File: src/rtl/core/lprf_pkg.sv
// ----------------------------------------------------------------------------
// lprf_pkg: shared types, constants and microcode for the prime run finder
// Control word layout, condition codes, sequencer step labels and the
// microprogram table that drives the datapath.
// ----------------------------------------------------------------------------
package lprf_pkg;

    localparam int MAX_ITEMS_DEF = 1024;

    localparam int VAL_W   = 16;  // input value, signed
    localparam int NUM_W   = 15;  // magnitude of a value that reaches trial division
    localparam int DIV_W   = 8;   // trial divisor, stays below 184
    localparam int SQ_W    = 16;  // divisor squared
    localparam int START_W = 10;
    localparam int LEN_W   = 11;
    localparam int STEP_W  = 4;

    typedef enum logic [3:0] {
        COND_NONE,
        COND_ALWAYS,
        COND_NO_ACC,
        COND_SKIP,
        COND_LT2,
        COND_SQ_GT,
        COND_BUSY,
        COND_REM_ZERO,
        COND_NOT_LAST,
        COND_OUT_FULL
    } cond_t;

    typedef logic [STEP_W-1:0] step_t;

    localparam step_t STEP_WAIT   = 4'd0;
    localparam step_t STEP_RANGE  = 4'd1;
    localparam step_t STEP_INIT   = 4'd2;
    localparam step_t STEP_SQUARE = 4'd3;
    localparam step_t STEP_BOUND  = 4'd4;
    localparam step_t STEP_DIVIDE = 4'd5;
    localparam step_t STEP_DWAIT  = 4'd6;
    localparam step_t STEP_TEST   = 4'd7;
    localparam step_t STEP_LOOP   = 4'd8;
    localparam step_t STEP_PRIME  = 4'd9;
    localparam step_t STEP_COMP   = 4'd10;
    localparam step_t STEP_FIN    = 4'd11;
    localparam step_t STEP_HOLD   = 4'd12;
    localparam step_t STEP_EMIT   = 4'd13;

    typedef struct packed {
        logic  in_ready;
        logic  load;
        logic  d_init;
        logic  sq_load;
        logic  d_inc;
        logic  rem_start;
        logic  run_prime;
        logic  run_clear;
        logic  pos_inc;
        logic  out_load;
        logic  seq_clear;
        cond_t cond;
        step_t target;
    } ctrl_t;

    typedef struct packed {
        logic acc;
        logic skip;
        logic lt2;
        logic sq_gt;
        logic busy;
        logic rem_zero;
        logic last;
        logic out_full;
    } flags_t;

    // Microprogram. A step whose condition holds jumps to target, else falls through.
    function automatic ctrl_t ucode(input step_t step);
        ctrl_t w;
        begin
            w        = '0;
            w.cond   = COND_NONE;
            w.target = STEP_WAIT;
            unique case (step)
                STEP_WAIT: begin
                    w.in_ready = 1'b1;
                    w.load     = 1'b1;
                    w.cond     = COND_NO_ACC;
                    w.target   = STEP_WAIT;
                end
                STEP_RANGE: begin
                    w.cond   = COND_SKIP;
                    w.target = STEP_FIN;
                end
                STEP_INIT: begin
                    w.d_init = 1'b1;
                    w.cond   = COND_LT2;
                    w.target = STEP_COMP;
                end
                STEP_SQUARE: begin
                    w.sq_load = 1'b1;
                end
                STEP_BOUND: begin
                    w.cond   = COND_SQ_GT;
                    w.target = STEP_PRIME;
                end
                STEP_DIVIDE: begin
                    w.rem_start = 1'b1;
                end
                STEP_DWAIT: begin
                    w.cond   = COND_BUSY;
                    w.target = STEP_DWAIT;
                end
                STEP_TEST: begin
                    w.d_inc  = 1'b1;
                    w.cond   = COND_REM_ZERO;
                    w.target = STEP_COMP;
                end
                STEP_LOOP: begin
                    w.cond   = COND_ALWAYS;
                    w.target = STEP_SQUARE;
                end
                STEP_PRIME: begin
                    w.run_prime = 1'b1;
                    w.pos_inc   = 1'b1;
                    w.cond      = COND_ALWAYS;
                    w.target    = STEP_FIN;
                end
                STEP_COMP: begin
                    w.run_clear = 1'b1;
                    w.pos_inc   = 1'b1;
                end
                STEP_FIN: begin
                    w.cond   = COND_NOT_LAST;
                    w.target = STEP_WAIT;
                end
                STEP_HOLD: begin
                    w.cond   = COND_OUT_FULL;
                    w.target = STEP_HOLD;
                end
                STEP_EMIT: begin
                    w.out_load  = 1'b1;
                    w.seq_clear = 1'b1;
                    w.cond      = COND_ALWAYS;
                    w.target    = STEP_WAIT;
                end
                default: begin
                    w.cond   = COND_ALWAYS;
                    w.target = STEP_WAIT;
                end
            endcase
            return w;
        end
    endfunction

endpackage

File: src/rtl/core/lprf_rem.sv
// ----------------------------------------------------------------------------
// lprf_rem: iterative remainder unit
// Restoring division, one quotient bit per cycle; only the remainder is kept.
// ----------------------------------------------------------------------------
module lprf_rem (
    input  logic                         aclk,
    input  logic                         aresetn,
    input  logic                         start,
    input  logic [lprf_pkg::NUM_W-1:0]   dividend,
    input  logic [lprf_pkg::DIV_W-1:0]   divisor,
    output logic                         busy,
    output logic [lprf_pkg::DIV_W-1:0]   rem
);

    localparam int NW = lprf_pkg::NUM_W;
    localparam int DW = lprf_pkg::DIV_W;
    localparam int CW = $clog2(NW + 1);

    logic          busy_reg, busy_next;
    logic [CW-1:0] cnt_reg, cnt_next;
    logic [NW-1:0] quo_reg, quo_next;
    logic [DW-1:0] rem_reg, rem_next;
    logic [DW-1:0] dvs_reg, dvs_next;
    logic [DW:0]   trial;
    logic [DW:0]   diff;

    assign trial = {rem_reg, quo_reg[NW-1]};
    assign diff  = trial - {1'b0, dvs_reg};

    always_comb begin
        busy_next = busy_reg;
        cnt_next  = cnt_reg;
        quo_next  = quo_reg;
        rem_next  = rem_reg;
        dvs_next  = dvs_reg;
        if (start) begin
            busy_next = 1'b1;
            cnt_next  = CW'(NW);
            quo_next  = dividend;
            rem_next  = '0;
            dvs_next  = divisor;
        end else if (busy_reg) begin
            quo_next = {quo_reg[NW-2:0], 1'b0};
            // borrow out means the trial value is below the divisor: restore
            rem_next = diff[DW] ? trial[DW-1:0] : diff[DW-1:0];
            cnt_next = cnt_reg - 1'b1;
            if (cnt_reg == CW'(1)) begin
                busy_next = 1'b0;
            end
        end
    end

    always_ff @(posedge aclk) begin
        if (!aresetn) begin
            busy_reg <= 1'b0;
            cnt_reg  <= '0;
        end else begin
            busy_reg <= busy_next;
            cnt_reg  <= cnt_next;
        end
        quo_reg <= quo_next;
        rem_reg <= rem_next;
        dvs_reg <= dvs_next;
    end

    assign busy = busy_reg;
    assign rem  = rem_reg;

`ifndef NO_ASSERTIONS
    a_start_busy: assert property (@(posedge aclk) disable iff (!aresetn)
        start |=> busy_reg)
        else $error("remainder unit not busy after start");
`endif

endmodule

File: src/rtl/core/lprf_seq.sv
// ----------------------------------------------------------------------------
// lprf_seq: microcode sequencer
// Step counter, microprogram lookup and conditional jump selection.
// ----------------------------------------------------------------------------
module lprf_seq (
    input  logic              aclk,
    input  logic              aresetn,
    input  lprf_pkg::flags_t  flags,
    output lprf_pkg::ctrl_t   ctrl
);

    lprf_pkg::step_t step_reg, step_next;
    lprf_pkg::ctrl_t word;
    logic            taken;

    assign word = lprf_pkg::ucode(step_reg);

    always_comb begin
        unique case (word.cond)
            lprf_pkg::COND_NONE:     taken = 1'b0;
            lprf_pkg::COND_ALWAYS:   taken = 1'b1;
            lprf_pkg::COND_NO_ACC:   taken = !flags.acc;
            lprf_pkg::COND_SKIP:     taken = flags.skip;
            lprf_pkg::COND_LT2:      taken = flags.lt2;
            lprf_pkg::COND_SQ_GT:    taken = flags.sq_gt;
            lprf_pkg::COND_BUSY:     taken = flags.busy;
            lprf_pkg::COND_REM_ZERO: taken = flags.rem_zero;
            lprf_pkg::COND_NOT_LAST: taken = !flags.last;
            lprf_pkg::COND_OUT_FULL: taken = flags.out_full;
            default:                 taken = 1'b0;
        endcase
        step_next = taken ? word.target : step_reg + 1'b1;
    end

    always_ff @(posedge aclk) begin
        if (!aresetn) begin
            step_reg <= lprf_pkg::STEP_WAIT;
        end else begin
            step_reg <= step_next;
        end
    end

    assign ctrl = word;

`ifndef NO_ASSERTIONS
    a_wait_hold: assert property (@(posedge aclk) disable iff (!aresetn)
        (step_reg == lprf_pkg::STEP_WAIT && !flags.acc) |=> step_reg == lprf_pkg::STEP_WAIT)
        else $error("sequencer left wait step without a beat");
`endif

endmodule

File: src/rtl/core/lprf_dp.sv
// ----------------------------------------------------------------------------
// lprf_dp: trial division and run tracking datapath
// Holds the item under test, the trial divisor and its square, and the
// position and run counters; driven one control word per cycle.
// ----------------------------------------------------------------------------
module lprf_dp #(
    parameter int MAX_ITEMS = lprf_pkg::MAX_ITEMS_DEF
) (
    input  logic                          aclk,
    input  logic                          aresetn,
    input  lprf_pkg::ctrl_t               ctrl,
    input  logic                          accept,
    input  logic signed [lprf_pkg::VAL_W-1:0] value,
    input  logic                          last,
    output lprf_pkg::flags_t              flags,
    output logic [lprf_pkg::START_W-1:0]  run_start,
    output logic [lprf_pkg::LEN_W-1:0]    run_length
);

    localparam int PW = $clog2(MAX_ITEMS + 1);
    localparam int VW = lprf_pkg::VAL_W;
    localparam int NW = lprf_pkg::NUM_W;
    localparam int DW = lprf_pkg::DIV_W;
    localparam int QW = lprf_pkg::SQ_W;
    localparam int SW = lprf_pkg::START_W;
    localparam int LW = lprf_pkg::LEN_W;

    logic signed [VW-1:0] n_reg;
    logic                 last_reg;
    logic [DW-1:0]        d_reg;
    logic [QW-1:0]        sq_reg;
    logic [PW-1:0]        pos_reg, pos_next;
    logic [PW-1:0]        cur_reg, cur_next;
    logic [PW-1:0]        best_reg, best_next;
    logic [PW-1:0]        bstart_reg, bstart_next;
    logic [PW-1:0]        cur_inc;
    logic                 rem_busy;
    logic [DW-1:0]        rem_val;

    lprf_rem u_rem (
        .aclk     (aclk),
        .aresetn  (aresetn),
        .start    (ctrl.rem_start),
        .dividend (n_reg[NW-1:0]),
        .divisor  (d_reg),
        .busy     (rem_busy),
        .rem      (rem_val)
    );

    always_ff @(posedge aclk) begin
        if (ctrl.load && accept) begin
            n_reg    <= value;
            last_reg <= last;
        end
        if (ctrl.d_init) begin
            d_reg <= DW'(2);
        end else if (ctrl.d_inc) begin
            // 2, then odd divisors only
            d_reg <= (d_reg == DW'(2)) ? DW'(3) : d_reg + DW'(2);
        end
        if (ctrl.sq_load) begin
            sq_reg <= QW'(d_reg) * QW'(d_reg);
        end
    end

    assign cur_inc = cur_reg + 1'b1;

    always_comb begin
        pos_next    = pos_reg;
        cur_next    = cur_reg;
        best_next   = best_reg;
        bstart_next = bstart_reg;
        if (ctrl.seq_clear) begin
            pos_next    = '0;
            cur_next    = '0;
            best_next   = '0;
            bstart_next = '0;
        end else begin
            if (ctrl.pos_inc) begin
                pos_next = pos_reg + 1'b1;
            end
            if (ctrl.run_clear) begin
                cur_next = '0;
            end
            if (ctrl.run_prime) begin
                cur_next = cur_inc;
                // strictly longer only, so the first of equal runs wins
                if (cur_inc > best_reg) begin
                    best_next   = cur_inc;
                    bstart_next = pos_reg - cur_reg;
                end
            end
        end
    end

    always_ff @(posedge aclk) begin
        if (!aresetn) begin
            pos_reg    <= '0;
            cur_reg    <= '0;
            best_reg   <= '0;
            bstart_reg <= '0;
        end else begin
            pos_reg    <= pos_next;
            cur_reg    <= cur_next;
            best_reg   <= best_next;
            bstart_reg <= bstart_next;
        end
    end

    always_comb begin
        flags          = '0;
        flags.skip     = (pos_reg == PW'(MAX_ITEMS));
        flags.lt2      = (n_reg < VW'(2));
        flags.sq_gt    = (sq_reg > {1'b0, n_reg[NW-1:0]});
        flags.busy     = rem_busy;
        flags.rem_zero = (rem_val == '0);
        flags.last     = last_reg;
    end

    assign run_start  = SW'(bstart_reg);
    assign run_length = LW'(best_reg);

`ifndef NO_ASSERTIONS
    a_best_ge_cur: assert property (@(posedge aclk) disable iff (!aresetn)
        best_reg >= cur_reg)
        else $error("current run longer than best run");

    a_best_in_range: assert property (@(posedge aclk) disable iff (!aresetn)
        (32'(bstart_reg) + 32'(best_reg)) <= 32'(pos_reg))
        else $error("best run reaches past the current position");
`endif

endmodule

File: src/rtl/core/longest_prime_run_finder_core.sv
// ----------------------------------------------------------------------------
// longest_prime_run_finder_core: longest run of primes in a framed stream
// Top level: stream ports, result register, sequencer and datapath.
// ----------------------------------------------------------------------------
// Each input beat carries one signed 16-bit value; tlast closes the sequence.
// Every value among the first MAX_ITEMS of a sequence is tested for primality
// by trial division (2, then odd divisors up to the square root) on one shared
// remainder unit that retires one bit per cycle; later values are skipped and
// values below 2 count as not prime. Each trial divisor passes through square,
// bound compare, remainder start, the remainder iterations, test and loop.
// On the tlast beat one result beat follows with the start index and length
// of the longest prime run (the first of equal runs, zeros if there were
// none), after which the counters clear for the next sequence; the tlast
// beat waits while an earlier result has not been taken. The result sits in
// an output register, so a new input beat is taken while it waits.
// ----------------------------------------------------------------------------
module longest_prime_run_finder_core #(
    parameter int MAX_ITEMS = lprf_pkg::MAX_ITEMS_DEF
) (
    input  logic        aclk,
    input  logic        aresetn,
    input  logic        s_tvalid,
    output logic        s_tready,
    input  logic [15:0] s_tdata,   // [15:0] value
    input  logic        s_tlast,
    output logic        m_tvalid,
    input  logic        m_tready,
    output logic [23:0] m_tdata    // [9:0] run_start, [20:10] run_length, [23:21] zero
);

    localparam int SW = lprf_pkg::START_W;
    localparam int LW = lprf_pkg::LEN_W;

    lprf_pkg::ctrl_t  ctrl;
    lprf_pkg::flags_t dp_flags;
    lprf_pkg::flags_t flags;
    logic             accept;
    logic [SW-1:0]    run_start;
    logic [LW-1:0]    run_length;
    logic             m_valid_reg, m_valid_next;
    logic [SW-1:0]    m_start_reg;
    logic [LW-1:0]    m_len_reg;

    assign s_tready = ctrl.in_ready;
    assign accept   = s_tvalid && ctrl.in_ready;

    lprf_seq u_seq (
        .aclk    (aclk),
        .aresetn (aresetn),
        .flags   (flags),
        .ctrl    (ctrl)
    );

    lprf_dp #(
        .MAX_ITEMS (MAX_ITEMS)
    ) u_dp (
        .aclk       (aclk),
        .aresetn    (aresetn),
        .ctrl       (ctrl),
        .accept     (accept),
        .value      (s_tdata),
        .last       (s_tlast),
        .flags      (dp_flags),
        .run_start  (run_start),
        .run_length (run_length)
    );

    always_comb begin
        flags          = dp_flags;
        flags.acc      = accept;
        flags.out_full = m_valid_reg;
    end

    always_comb begin
        m_valid_next = m_valid_reg;
        if (m_valid_reg && m_tready) begin
            m_valid_next = 1'b0;
        end
        if (ctrl.out_load) begin
            m_valid_next = 1'b1;
        end
    end

    always_ff @(posedge aclk) begin
        if (!aresetn) begin
            m_valid_reg <= 1'b0;
        end else begin
            m_valid_reg <= m_valid_next;
        end
        if (ctrl.out_load) begin
            m_start_reg <= run_start;
            m_len_reg   <= run_length;
        end
    end

    assign m_tvalid = m_valid_reg;
    assign m_tdata  = {3'b000, m_len_reg, m_start_reg};

`ifndef NO_ASSERTIONS
    a_no_overwrite: assert property (@(posedge aclk) disable iff (!aresetn)
        ctrl.out_load |-> !m_valid_reg)
        else $error("result beat overwritten before it was taken");
`endif

endmodule
File: config.mk
export PLATFORM = sky130hd
export DESIGN_NAME = longest_prime_run_finder_core
export DESIGN_NICKNAME = d
export VERILOG_FILES = /design/src/rtl/core/lprf_pkg.sv /design/src/rtl/core/lprf_rem.sv /design/src/rtl/core/lprf_seq.sv /design/src/rtl/core/lprf_dp.sv /design/src/rtl/core/longest_prime_run_finder_core.sv
export SDC_FILE = /design/constraint.sdc
export NUM_CORES = 1
export LEC_CHECK = 0
export ABC_AREA = 0
export BUFFER_PORTS_ARGS = -buffer_cell sky130_fd_sc_hd__buf_2
export CORE_ASPECT_RATIO = 1.4
export CORE_MARGIN = 1.5
export CORE_UTILIZATION = 55
export CTS_BUF_LIST = sky130_fd_sc_hd__clkbuf_8
export DETAILED_ROUTE_END_ITERATION = 10
export PLACE_DENSITY = 0.85
export SETUP_SLACK_MARGIN = 0.2
export SYNTH_ARGS = -nofsm -noshare
export SYNTH_HDL_FRONTEND = slang
export SYNTH_SLANG_ARGS = --single-unit
File: constraint.sdc
create_clock -name aclk -period 11.6 [get_ports aclk]
set_input_delay 0.58 -clock aclk [delete_from_list [all_inputs] [get_ports aclk]]
set_output_delay 0.58 -clock aclk [all_outputs]
set_load 0.02 [all_outputs]
==> flow_metrics.env <==
export IMPL_worstPathMaxFanout=10
export IMPL_tightestPinTransition_ps=853
export IMPL_synth_seq_cells=145
export IMPL_rows=54
export IMPL_drt_total_wl_mm=17.8
export IMPL_avgSynthCellArea_um2=9.83
export IMPL_grtUsageTotal_pct=22.0
export IMPL_grt_max_degree=44
export IMPL_ctsHoldBuffers=0
export IMPL_drc=0
export IMPL_via_count=6632
export IMPL_yosysWarningCount=0
export IMPL_slew_headroom_pct=42.9
export IMPL_grt_pass1_wl_mm=30.4
export IMPL_vdd_drop_max_uv=148
export IMPL_place_hpwl_mm=13.5
export IMPL_ant_nets=0
export IMPL_die_h_um=154
export IMPL_dp_cells=1116
export IMPL_drt_iter0_drc=481
export IMPL_synth_simple_area_share_pct=16.3
export IMPL_critPathTopFamily="adder cells"
export IMPL_cts_buffers=17
export IMPL_start_util_pct=56.7
export IMPL_fin_crit_ps=4550
export IMPL_synth_xor_xnor_area_share_pct=5.59
export IMPL_hold_viol_final=0
export IMPL_area_delta_synth_final_pct=7.68
export IMPL_place_congestion=0.885
export IMPL_ios=47
export IMPL_finalCritPeriodShare_pct=39.3
export IMPL_r2r_cells=15
export IMPL_fin_worst_skew_ps=9.43
export IMPL_synth_compound_area_share_pct=12.6
export IMPL_worstSkewPairLatency_ps=460
export IMPL_drive_gt1_share_pct=11.3
export IMPL_final_fill_count=1287
export IMPL_largest_reg_flops=16
export IMPL_max_freq_mhz=220
export IMPL_p_leak_uw=0.00405
export IMPL_core_area_um2=15700
export IMPL_vias_per_cell=5.77
export IMPL_grt_pass1_vias=6566
export IMPL_power_density_nw_per_um2=158
export IMPL_nets=1070
export IMPL_p_total_uw=1520
export IMPL_crit_buf_inv=3
export IMPL_worst_hold_slack_ps=285
export IMPL_portBuffers=43
export IMPL_synth_ff_type="edfxtp_1"
export IMPL_die_width_um=111
export IMPL_final_cell_area_um2=9610
export IMPL_synthAdderAreaFrac_pct=17.5
export IMPL_wl_per_cell_um=15.5
export IMPL_worstPathCellList="inv_1, nor2_1, fa_1, fa_1, inv_1, fa_1, fa_1, inv_1, ha_1, nor3_1, o21a_1, nor3_1, a41oi_1, a21oi_1, xor2_1"
export IMPL_path_depth=15
export IMPL_cts_tree="built"
export IMPL_status="complete, no violations"
export IMPL_hold_class="in -> reg"
export IMPL_async_flop_share_pct=0
export IMPL_cp_common_cell="fa_1"
export IMPL_syn_inst=908
export IMPL_layout_common_cells="inv_1, ha_1, edfxtp_1"
export IMPL_antenna_found_initial=0
export IMPL_cts_htree_levels=4
export IMPL_cap_violations=0
export IMPL_setup_tns_ps=0
export IMPL_cp_start_kind="flip-flop"
export IMPL_path_class="reg -> reg"
export IMPL_root_buffer="clkbuf_8"
export IMPL_die_area_um2=17000
export IMPL_cp_required_ps=11820
export IMPL_stdcell_count=1149
export IMPL_ys_seq_area_share_pct=41.0
export IMPL_drt_pass1_iterations=5
export IMPL_crit_arrival_ps=4770
export IMPL_yosys_cell_types_count=78
export IMPL_synth_edf_count=76
export IMPL_layout_commonest_cell="inv_1"
export IMPL_rsz0062_at_grt="no"
export IMPL_synth_top_family_by_area="adder cells"
export IMPL_grt_overflow_total=0
export IMPL_clockBufferDepth=2
export IMPL_cts_resized=0
export IMPL_endpoint_kind="flip-flop"
export IMPL_slowest_stage="fa_1"
export IMPL_critPathMaxStageDelay_ps=550
export IMPL_cts_setup_buffers=0
export IMPL_cts_clk_slew_worst_paths_ps=90
export IMPL_setup_viol=0
export IMPL_synthesis_area_um2=8930
export IMPL_muxShareOfSynthArea_pct=0.617
export IMPL_cts_sinks=145
export IMPL_slew_violations=0
export IMPL_num_antenna_cells=0
export IMPL_holdPathStages=1
export IMPL_place_area_um2=9230
==> power breakdown <==
group          switching, µW  leakage (µW)  internal (µW)  total, µW
logic                    301       0.00264            186        487
registers               54.4       0.00123            603        658
clock network            213      0.000184            161        374
total                    569       0.00405            950       1520
==> worst reg2reg max path, delay by kind of cell, from the launching register on <==
family	cells	cell delay (ps)
adder cells (fa/ha/maj)	5	2330
XOR/XNOR	1	150
AND/OR/NAND/NOR	3	490
flip-flops	1	510
buffers and inverters	3	280
AO/OA/AOI/OAI	3	550
==> area by class of cell <==
cell class / count / area (µm²) / area share, %
Sequential cell: 145 / 3660 / 38.1
Clock buffer: 18 / 248 / 2.58
Tap cell: 196 / 245 / 2.55
Clock inverter: 14 / 125 / 1.30
Timing Repair Buffer: 46 / 238 / 2.47
Multi-Input combinational cell: 629 / 4710 / 49.0
Inverter: 101 / 382 / 3.97
==> through the flow <==
stage	util, %	setup slack [ps]
floorplan	-	7370
global placement	58.7	7230
detailed placement	58.7	7070
CTS	61.0	7060
global route	61.1	6800
finish	61.1	7050
==> synthesized netlist by cell type, types with 3 or more instances <==
cell,instances,share of area [%]
inv_1,97,4.1
o211ai_1,3,0.25
nand4_1,5,0.35
or3_1,5,0.35
o21a_1,8,0.67
nand3_1,29,1.6
nor2_1,69,2.9
a41oi_1,3,0.29
nor3_1,36,2.0
ha_1,82,11
a21oi_1,57,3.2
a31oi_1,5,0.35
mux2i_1,4,0.45
a21oi_2,3,0.29
dfxtp_1,69,15
clkbuf_1,23,0.97
buf_2,4,0.22
o31ai_1,3,0.25
a22oi_1,9,0.76
buf_4,3,0.25
nand2_1,52,2.2
fa_1,27,6.1
nor4_1,9,0.63
nand2b_1,5,0.35
edfxtp_1,76,26
and2_1,21,1.5
xnor2_1,42,4.1
buf_6,4,0.50
o21ai_0,34,1.9
o21ai_1,3,0.17
and3_1,12,0.84
o21bai_1,4,0.34
xor2_1,15,1.5
nor2b_1,11,0.77
a211oi_1,11,0.92
or2_2,3,0.21
a21o_1,9,0.76
==> path summary, 6_finish.rpt <==
kind / end / from / slack [ps]
hold reg to reg: m_start_reg[3] / u_dp.bstart_reg[3] / 430
hold / removal: u_dp.n_reg[10] / s_tdata[10] / 280
setup reg to reg: u_dp.sq_reg[14] / u_dp.d_reg[5] / 7050
setup / recovery: u_dp.sq_reg[14] / u_dp.d_reg[5] / 7050
==> logic make-up after synthesis <==
logic type	Yosys count
multiplexers	5
flip-flops	145
adder cells (fa/ha/maj)	109
other	1
AND/OR/NAND/NOR	283
buffers and inverters	136
AO/OA/AOI/OAI	172
XOR/XNOR	57
==> routing by layer <==
metal | global-route usage (%) | wire [µm] | up-vias
li1 | - | - | 3221
met1 | 26.0 | 7320 | 3198
met2 | 38.5 | 9180 | 179
met3 | 4.77 | 882 | 34
met4 | 9.71 | 444 | 0
met5 | 0 | 0 | -
(Power assumes the default switching activity.)
